### config.mk
export PLATFORM = sky130hd
export DESIGN_NAME = pulse_generator_one_shot_retrigger
export DESIGN_NICKNAME = d
export VERILOG_FILES = /design/src/hdl/pgos_pkg.sv /design/src/hdl/pgos_cfg.sv /design/src/hdl/pgos_core.sv /design/src/hdl/pulse_generator_one_shot_retrigger.sv
export SDC_FILE = /design/constraint.sdc
export NUM_CORES = 1
export LEC_CHECK = 0
export ABC_AREA = 1
export BUFFER_PORTS_ARGS = -buffer_cell sky130_fd_sc_hd__buf_2
export CAP_MARGIN = 10
export CELL_PAD_IN_SITES_DETAIL_PLACEMENT = 0
export CELL_PAD_IN_SITES_GLOBAL_PLACEMENT = 2
export CORE_MARGIN = 3
export CORE_UTILIZATION = 40
export CTS_CLUSTER_SIZE = 10
export DETAILED_ROUTE_END_ITERATION = 7
export PLACE_DENSITY_LB_ADDON = 0.15
export SETUP_SLACK_MARGIN = 0.15
export SLEW_MARGIN = 20
export SYNTH_ARGS = -nofsm -noshare
export SYNTH_HDL_FRONTEND = slang
export SYNTH_SLANG_ARGS = --single-unit
### constraint.sdc
create_clock -name clk -period 8.75 [get_ports clk]
set_input_delay 1.3125 -clock clk [delete_from_list [all_inputs] [get_ports clk]]
set_output_delay 1.3125 -clock clk [all_outputs]
set_load 0.01 [all_outputs]
### src/hdl/pgos_pkg.sv
// shared types and constants of the retriggerable one-shot pulse generator
`default_nettype none

package pgos_pkg;

  localparam int unsigned CFG_IDX_W  = 3;
  localparam int unsigned CFG_DATA_W = 16;

  // configuration register indexes
  localparam logic [CFG_IDX_W-1:0] CFG_PERIOD  = 3'd0;
  localparam logic [CFG_IDX_W-1:0] CFG_DUTY    = 3'd1;
  localparam logic [CFG_IDX_W-1:0] CFG_ONESHOT = 3'd2;
  localparam logic [CFG_IDX_W-1:0] CFG_RETRIG  = 3'd3;
  localparam logic [CFG_IDX_W-1:0] CFG_AUTO    = 3'd4;

  // operation codes
  localparam logic [2:0] OP_TICK     = 3'd0;
  localparam logic [2:0] OP_START    = 3'd1;
  localparam logic [2:0] OP_STOP     = 3'd2;
  localparam logic [2:0] OP_ENABLE   = 3'd3;
  localparam logic [2:0] OP_ACTIVATE = 3'd4;

  localparam logic [15:0] PERIOD_RESET   = 16'd1000;
  localparam logic [15:0] PERIOD_DEFAULT = 16'd1000;
  localparam logic [6:0]  DUTY_RESET     = 7'd50;
  localparam logic [6:0]  FULL_PERCENT   = 7'd100;

  // ceil(2^32 / 100): exact quotient for products below 2^30
  localparam int unsigned RECIP_SHIFT = 32;
  localparam logic [25:0] RECIP_100   = 26'd42949673;

  typedef struct packed {
    logic [2:0] operation;
    logic       enable_value;
  } in_item_t;

  typedef struct packed {
    logic out_level;
    logic out_inverted;
    logic active;
  } out_item_t;

  // settings handed from the register block to the core
  typedef struct packed {
    logic [15:0] period;
    logic [15:0] high_w;
    logic        one_shot;
    logic        retriggerable;
    logic        auto_start;
  } cfg_set_t;

endpackage

`default_nettype wire

### src/hdl/pgos_cfg.sv
// configuration registers and the high-width computation
`default_nettype none

module pgos_cfg (
  input  wire logic                          clk,
  input  wire logic                          rst_n,
  input  wire logic                          cfg_we,
  input  wire logic [pgos_pkg::CFG_IDX_W-1:0]  cfg_index,
  input  wire logic [pgos_pkg::CFG_DATA_W-1:0] cfg_wdata,
  output pgos_pkg::cfg_set_t                 cfg_set
);

  logic [15:0] period_r, period_nxt;
  logic [6:0]  duty_r, duty_nxt;
  logic        one_shot_r, one_shot_nxt;
  logic        retrig_r, retrig_nxt;
  logic        auto_r, auto_nxt;

  logic [15:0] peff_nxt;
  logic [6:0]  dcl_nxt;
  logic [22:0] prod_r, prod_nxt;
  logic [15:0] peff_r;
  logic [48:0] quot_full;
  logic [15:0] high_w_r, high_w_nxt;

  always_comb begin
    period_nxt   = period_r;
    duty_nxt     = duty_r;
    one_shot_nxt = one_shot_r;
    retrig_nxt   = retrig_r;
    auto_nxt     = auto_r;
    if (!rst_n) begin
      period_nxt   = pgos_pkg::PERIOD_RESET;
      duty_nxt     = pgos_pkg::DUTY_RESET;
      one_shot_nxt = 1'b1;
      retrig_nxt   = 1'b0;
      auto_nxt     = 1'b0;
    end else if (cfg_we) begin
      unique case (cfg_index)
        pgos_pkg::CFG_PERIOD:  period_nxt   = cfg_wdata[15:0];
        pgos_pkg::CFG_DUTY:    duty_nxt     = cfg_wdata[6:0];
        pgos_pkg::CFG_ONESHOT: one_shot_nxt = cfg_wdata[0];
        pgos_pkg::CFG_RETRIG:  retrig_nxt   = cfg_wdata[0];
        pgos_pkg::CFG_AUTO:    auto_nxt     = cfg_wdata[0];
        default: ;
      endcase
    end
  end

  // product taken from the new values so it registers together with the written value
  always_comb begin
    peff_nxt = (period_nxt == 16'd0) ? pgos_pkg::PERIOD_DEFAULT : period_nxt;
    dcl_nxt  = (duty_nxt > pgos_pkg::FULL_PERCENT) ? pgos_pkg::FULL_PERCENT : duty_nxt;
    prod_nxt = 23'(peff_nxt) * 23'(dcl_nxt);
  end

  // divide by 100 through the reciprocal, then floor the width at one
  always_comb begin
    quot_full  = 49'(prod_r) * 49'(pgos_pkg::RECIP_100);
    high_w_nxt = quot_full[pgos_pkg::RECIP_SHIFT +: 16];
    if (high_w_nxt == 16'd0) begin
      high_w_nxt = 16'd1;
    end
  end

  always_ff @(posedge clk) begin
    period_r   <= period_nxt;
    duty_r     <= duty_nxt;
    one_shot_r <= one_shot_nxt;
    retrig_r   <= retrig_nxt;
    auto_r     <= auto_nxt;
    prod_r     <= prod_nxt;
    peff_r     <= peff_nxt;
    high_w_r   <= high_w_nxt;
  end

  always_comb begin
    cfg_set.period        = peff_r;
    cfg_set.high_w        = high_w_r;
    cfg_set.one_shot      = one_shot_r;
    cfg_set.retriggerable = retrig_r;
    cfg_set.auto_start    = auto_r;
  end

endmodule

`default_nettype wire

### src/hdl/pgos_core.sv
// pulse state: enable, run, line level and phase counter
`default_nettype none

module pgos_core #(
  parameter int unsigned COUNT_WIDTH = 16
) (
  input  wire logic                clk,
  input  wire logic                rst_n,
  input  wire logic                fire,
  input  pgos_pkg::in_item_t       item,
  input  pgos_pkg::cfg_set_t       cfg_set,
  output pgos_pkg::out_item_t      result_nxt
);

  localparam logic [32:0] CNT_MAX_EXT = (33'd1 << COUNT_WIDTH) - 33'd1;
  localparam logic [COUNT_WIDTH-1:0] CNT_ONE = COUNT_WIDTH'(1);

  logic                   en_r, en_nxt;
  logic                   run_r, run_nxt;
  logic                   high_r, high_nxt;
  logic [COUNT_WIDTH-1:0] rem_r, rem_nxt;

  logic [15:0]            low_w;
  logic [COUNT_WIDTH-1:0] high_sat;
  logic [COUNT_WIDTH-1:0] low_sat;
  logic                   start_req;

  always_comb begin
    low_w = cfg_set.period - cfg_set.high_w;
    if (low_w == 16'd0) begin
      low_w = 16'd1;
    end
    high_sat = (33'(cfg_set.high_w) > CNT_MAX_EXT) ? '1 : COUNT_WIDTH'(cfg_set.high_w);
    low_sat  = (33'(low_w) > CNT_MAX_EXT) ? '1 : COUNT_WIDTH'(low_w);
  end

  always_comb begin
    en_nxt    = en_r;
    run_nxt   = run_r;
    high_nxt  = high_r;
    rem_nxt   = rem_r;
    start_req = 1'b0;
    unique case (item.operation)
      pgos_pkg::OP_TICK: begin
        if (run_r && en_r) begin
          if (rem_r > CNT_ONE) begin
            rem_nxt = rem_r - CNT_ONE;
          end else if (high_r) begin
            high_nxt = 1'b0;
            if (cfg_set.one_shot) begin
              run_nxt = 1'b0;
              rem_nxt = '0;
            end else begin
              rem_nxt = low_sat;
            end
          end else begin
            high_nxt = 1'b1;
            rem_nxt  = high_sat;
          end
        end
      end
      pgos_pkg::OP_START: begin
        start_req = 1'b1;
      end
      pgos_pkg::OP_STOP: begin
        high_nxt = 1'b0;
        run_nxt  = 1'b0;
        rem_nxt  = '0;
      end
      pgos_pkg::OP_ENABLE: begin
        en_nxt = item.enable_value;
        if (!item.enable_value) begin
          high_nxt = 1'b0;
          run_nxt  = 1'b0;
          rem_nxt  = '0;
        end else begin
          start_req = cfg_set.auto_start;
        end
      end
      pgos_pkg::OP_ACTIVATE: begin
        high_nxt  = 1'b0;
        run_nxt   = 1'b0;
        rem_nxt   = '0;
        start_req = en_r && cfg_set.auto_start;
      end
      default: ;
    endcase
    // a start only takes effect when enabled and not blocked by a live run
    if (start_req && en_nxt && (!run_nxt || cfg_set.retriggerable)) begin
      run_nxt  = 1'b1;
      high_nxt = 1'b1;
      rem_nxt  = high_sat;
    end
  end

  always_ff @(posedge clk) begin
    if (!rst_n) begin
      en_r   <= 1'b1;
      run_r  <= 1'b0;
      high_r <= 1'b0;
      rem_r  <= '0;
    end else if (fire) begin
      en_r   <= en_nxt;
      run_r  <= run_nxt;
      high_r <= high_nxt;
      rem_r  <= rem_nxt;
    end
  end

  always_comb begin
    result_nxt.out_level    = high_nxt;
    result_nxt.out_inverted = ~high_nxt;
    result_nxt.active       = run_nxt;
  end

endmodule

`default_nettype wire

### src/hdl/pulse_generator_one_shot_retrigger.sv
// top level: input stage, result stage, config registers and the pulse core
//
//  channel | signals                          | transaction when
//  --------+----------------------------------+----------------------------
//  in      | in_valid, in_ready, in_data      | in_valid & in_ready
//  out     | out_valid, out_ready, out_data   | out_valid & out_ready
//  cfg     | cfg_we, cfg_index, cfg_wdata     | cfg_we
//
// one item per clock while the result is not stalled; an accepted item is registered in
// the input stage, and the core update then loads the result register from it.
// a config write reaches the width logic through a multiply by the duty and
// a reciprocal multiply for the divide by 100; the width register follows the product
// register, so transactions accepted from the next edge after the write see them.
// reset is synchronous and needs no clearing pass; a stalled result holds
// both stages, while an empty input stage keeps taking items.
`default_nettype none

module pulse_generator_one_shot_retrigger #(
  parameter int unsigned COUNT_WIDTH = 16
) (
  input  wire logic                            clk,
  input  wire logic                            rst_n,
  input  wire logic                            in_valid,
  output logic                                 in_ready,
  input  pgos_pkg::in_item_t                   in_data,
  output logic                                 out_valid,
  input  wire logic                            out_ready,
  output pgos_pkg::out_item_t                  out_data,
  input  wire logic                            cfg_we,
  input  wire logic [pgos_pkg::CFG_IDX_W-1:0]  cfg_index,
  input  wire logic [pgos_pkg::CFG_DATA_W-1:0] cfg_wdata
);

  pgos_pkg::in_item_t  in_r;
  logic                in_valid_r;
  pgos_pkg::out_item_t out_r;
  logic                out_valid_r;
  pgos_pkg::out_item_t result_nxt;
  pgos_pkg::cfg_set_t  cfg_set;
  logic                advance;
  logic                fire;

  assign advance  = !out_valid_r || out_ready;
  assign in_ready = !in_valid_r || advance;
  assign fire     = in_valid_r && advance;

  pgos_cfg u_cfg (
    .clk       (clk),
    .rst_n     (rst_n),
    .cfg_we    (cfg_we),
    .cfg_index (cfg_index),
    .cfg_wdata (cfg_wdata),
    .cfg_set   (cfg_set)
  );

  pgos_core #(
    .COUNT_WIDTH (COUNT_WIDTH)
  ) u_core (
    .clk        (clk),
    .rst_n      (rst_n),
    .fire       (fire),
    .item       (in_r),
    .cfg_set    (cfg_set),
    .result_nxt (result_nxt)
  );

  always_ff @(posedge clk) begin
    if (!rst_n) begin
      in_valid_r  <= 1'b0;
      out_valid_r <= 1'b0;
    end else begin
      if (in_ready) begin
        in_valid_r <= in_valid;
      end
      if (advance) begin
        out_valid_r <= in_valid_r;
      end
    end
  end

  always_ff @(posedge clk) begin
    if (in_valid && in_ready) begin
      in_r <= in_data;
    end
    if (fire) begin
      out_r <= result_nxt;
    end
  end

  assign out_valid = out_valid_r;
  assign out_data  = out_r;

endmodule

`default_nettype wire
==> results.json <==
{
  "numCtsBuffers": 9,
  "final_common_cell": "inv_1",
  "fmax_mhz": 140,
  "crit_path_top_delay_cell": "fa_1",
  "cts_resized": 0,
  "grt_usage_pct": 22.4,
  "cts_setup_buffers": 0,
  "grt_pass1_vias": 15900,
  "syn_to_final_growth_pct": 5.66,
  "synth.distinct_cells": 50,
  "cp-start-kind": "primary input",
  "critical_path.endpoint": "u_cfg.prod_r[16]",
  "path_clk_slew_ns": 0.07,
  "yosysSeqAreaShare_pct": 11.7,
  "avgSynthCellArea_um2": 7.75,
  "drive_above_1_share_pct": 4.66,
  "r2r_setup_slack_ns": 2.07,
  "portBuffers": 32,
  "die-height_um": 225,
  "io-pin-count": 33,
  "synth_compound_area_share_pct": 5.91,
  "synthSimpleGateAreaFrac_pct": 21.4,
  "grt_pass1_wl_um": 87800,
  "htree_levels": 3,
  "n_fill_cell": 4933,
  "die_x_um": 225,
  "rsz0062_at_grt": "no",
  "muxShareOfSynthArea_pct": 0,
  "grt_max_degree": 31,
  "max_slew.worst_pin.slew_ns": 0.867,
  "setup_viol": 0,
  "slew_violations": 0,
  "vias": 15500,
  "path_buf_inv": 8,
  "synth_xor_area_share_pct": 1.86,
  "drc_errors": 0,
  "ant_nets": 0,
  "viasPerCell": 4.96,
  "cts.sinks": 109,
  "finalCritPeriodShare_pct": 81.8,
  "holdPathStages": 2,
  "final.setup.tns_ns": 0,
  "cts_tree": "done",
  "synth_edf_count": 7,
  "dr.first_iter.drc_count": 850,
  "maxSlewHeadroom_pct": 42.1,
  "layout_common_cells": "inv_1, nand2_1, ha_1, nor2_1, fa_1",
  "nets": 3094,
  "clock_skew_ns": 0.0107,
  "synthArstFlopShare_pct": 0,
  "rows": 79,
  "synthFlopType": "dfxtp_1",
  "critPathRequiredTime_ns": 9.00,
  "status": "finished, final reports clean",
  "crit_arrival_ns": 7.41,
  "wire_per_inst_um": 17.8,
  "rr_startpoint": "u_cfg.prod_r[6]",
  "synth_warnings": 0,
  "initial_core_util_pct": 40.9,
  "gp_congestion": 0.903,
  "synth_top_family_by_area": "adder cells",
  "core-area_mm2": 0.0471,
  "clk_latency_ns": 0.37,
  "die_area_mm2": 0.0508,
  "cp_max_fo": 13,
  "cp_slowest_stage_delay_ns": 0.56,
  "routed_wl_um": 55500,
  "r2r_end": "u_cfg.high_w_r[0]",
  "syn_area_mm2": 0.0193,
  "cp-startpoint": "cfg_index[2]",
  "cp-end-kind": "register",
  "r2r_cells": 26,
  "clk_path_buf_depth": 2,
  "grt-ovfl-total": 0,
  "antenna_found_initial": 0,
  "critical-path-top-delay-family": "adder cells",
  "clockRootBuffer": "clkbuf_16",
  "cap_violations": 0,
  "path_depth": 31,
  "synthAdderAreaFrac_pct": 46.9,
  "synth_seq_cells": 109,
  "period_needed_ns": 7.16,
  "diodes": 0,
  "worstSetupPathType": "primary input to register",
  "synth_nets": 3073,
  "firstDrtPassIters": 5,
  "cts_hold_buffers": 0,
  "hold_class": "register to register",
  "dp_hpwl_um": 49200,
  "netlist_instances": 2483,
  "hold_violations": 0
}
==> sequential cells by signal, indices dropped and copies added, names as in the netlist, 3 cells and up <==
signal,count
u_cfg.prod_r,23
u_cfg.high_w_r,16
u_cfg.peff_r,16
u_cfg.period_r,16
u_core.rem_r,16
u_cfg.duty_r,7
in_r,4
out_data,3
==> logic make-up (layout without fill, tap and decap cells) <==
family / after synthesis / in the layout
flops: 109 / 109
xor+xnor: 41 / 41
simple gates: 955 / 955
fa+ha+maj: 562 / 562
compound gates: 200 / 200
buf+inv: 616 / 642
==> final cells by class <==
cell class / instances / area (um^2) / area share, %
Multi-Input combinational cell: 1758 / 14700 / 72.0
Clock inverter: 5 / 35.0 / 0.172
Sequential cell: 109 / 2250 / 11.1
Tap cell: 607 / 759 / 3.73
Clock buffer: 11 / 233 / 1.14
Inverter: 590 / 2220 / 10.9
Timing Repair Buffer: 36 / 190 / 0.935
==> metal layers <==
metal  part of all wire [%]  routed length, um  global-route usage (%)  vias to the layer above
met4                    1.9               1050                    4.22                        0
met2                     43              24000                    34.3                      284
met5                      0                  0                       0                        -
met3                    4.5               2520                    3.84                       53
met1                     50              28000                    33.5                     7433
li1                       -                  -                       -                     7690
==> cell usage after synthesis (2+ instances only) <==
library cell,count,area [um^2]
inv_1,570,2140
nand2_1,453,1700
ha_1,297,3720
nor2_1,277,1040
fa_1,265,5310
nand3_1,111,556
dfxtp_1,102,2040
a21oi_1,94,470
o21ai_0,62,310
nor3_1,30,150
nand4_1,27,169
xor2_1,27,236
inv_2,19,71.3
xnor2_1,14,123
clkbuf_1,10,37.5
nor3_2,9,90.1
a21boi_0,7,52.6
buf_2,7,35.0
edfxtp_1,7,210
nor2_2,7,43.8
nand2_2,6,37.5
nand3_2,6,60.1
nor2_4,6,67.6
o21bai_1,6,45.0
and2_1,5,31.3
buf_4,5,37.5
nor4_1,5,31.3
o31ai_1,5,37.5
a211oi_1,4,30.0
a221oi_1,4,35.0
a31oi_1,4,25.0
a21o_1,3,22.5
nand3b_1,3,22.5
o211ai_1,3,22.5
buf_1,2,7.51
buf_6,2,22.5
nand2_4,2,22.5
nand3_4,2,35.0
nor3_4,2,32.5
o211ai_2,2,25.0
or2_2,2,12.5
==> metrics by stage <==
stage,setup WS [ns],area (um^2),hold slack [ns],util [%],std cells
final,1.59,20300,0.490,43.2,3116
after global placement,1.33,20100,0.463,42.6,3100
after global routing,1.11,20300,0.513,43.2,3116
after CTS,1.58,20300,0.492,43.2,3116
after detailed placement,1.20,20100,0.474,42.7,3100
after floorplan,2.18,19300,0.448,-,2483
==> worst reg2reg max path: stages (launching register included) <==
cell      delay, ns
dfxtp_1        0.72
inv_1          0.20
fa_1           0.55
inv_1          0.09
fa_1           0.52
inv_1          0.06
fa_1           0.48
inv_1          0.07
fa_1           0.48
fa_1           0.51
fa_1           0.50
inv_1          0.06
fa_1           0.48
inv_1          0.10
ha_1           0.35
nand2_1        0.14
o21bai_1       0.40
a21oi_1        0.11
nor2_1         0.15
nor2_1         0.07
nand3_1        0.08
nand2_1        0.12
nor2_1         0.11
nand2_1        0.06
nor2_1         0.12
nand2_1        0.07
nand2_1        0.05
==> worst min path at each step <==
stage               startpoint              end
3_5_place_dp   u_cfg.duty_r[4]  u_cfg.duty_r[4]
2_1_floorplan  u_cfg.duty_r[1]  u_cfg.duty_r[1]
6_report       u_cfg.duty_r[4]  u_cfg.duty_r[4]
3_3_place_gp   u_cfg.duty_r[4]  u_cfg.duty_r[4]
5_1_grt        u_cfg.duty_r[4]  u_cfg.duty_r[4]
4_1_cts        u_cfg.duty_r[4]  u_cfg.duty_r[4]
Power is not shown: default switching activity piles up to over one toggle a cycle in this logic, so the estimate is an artifact.
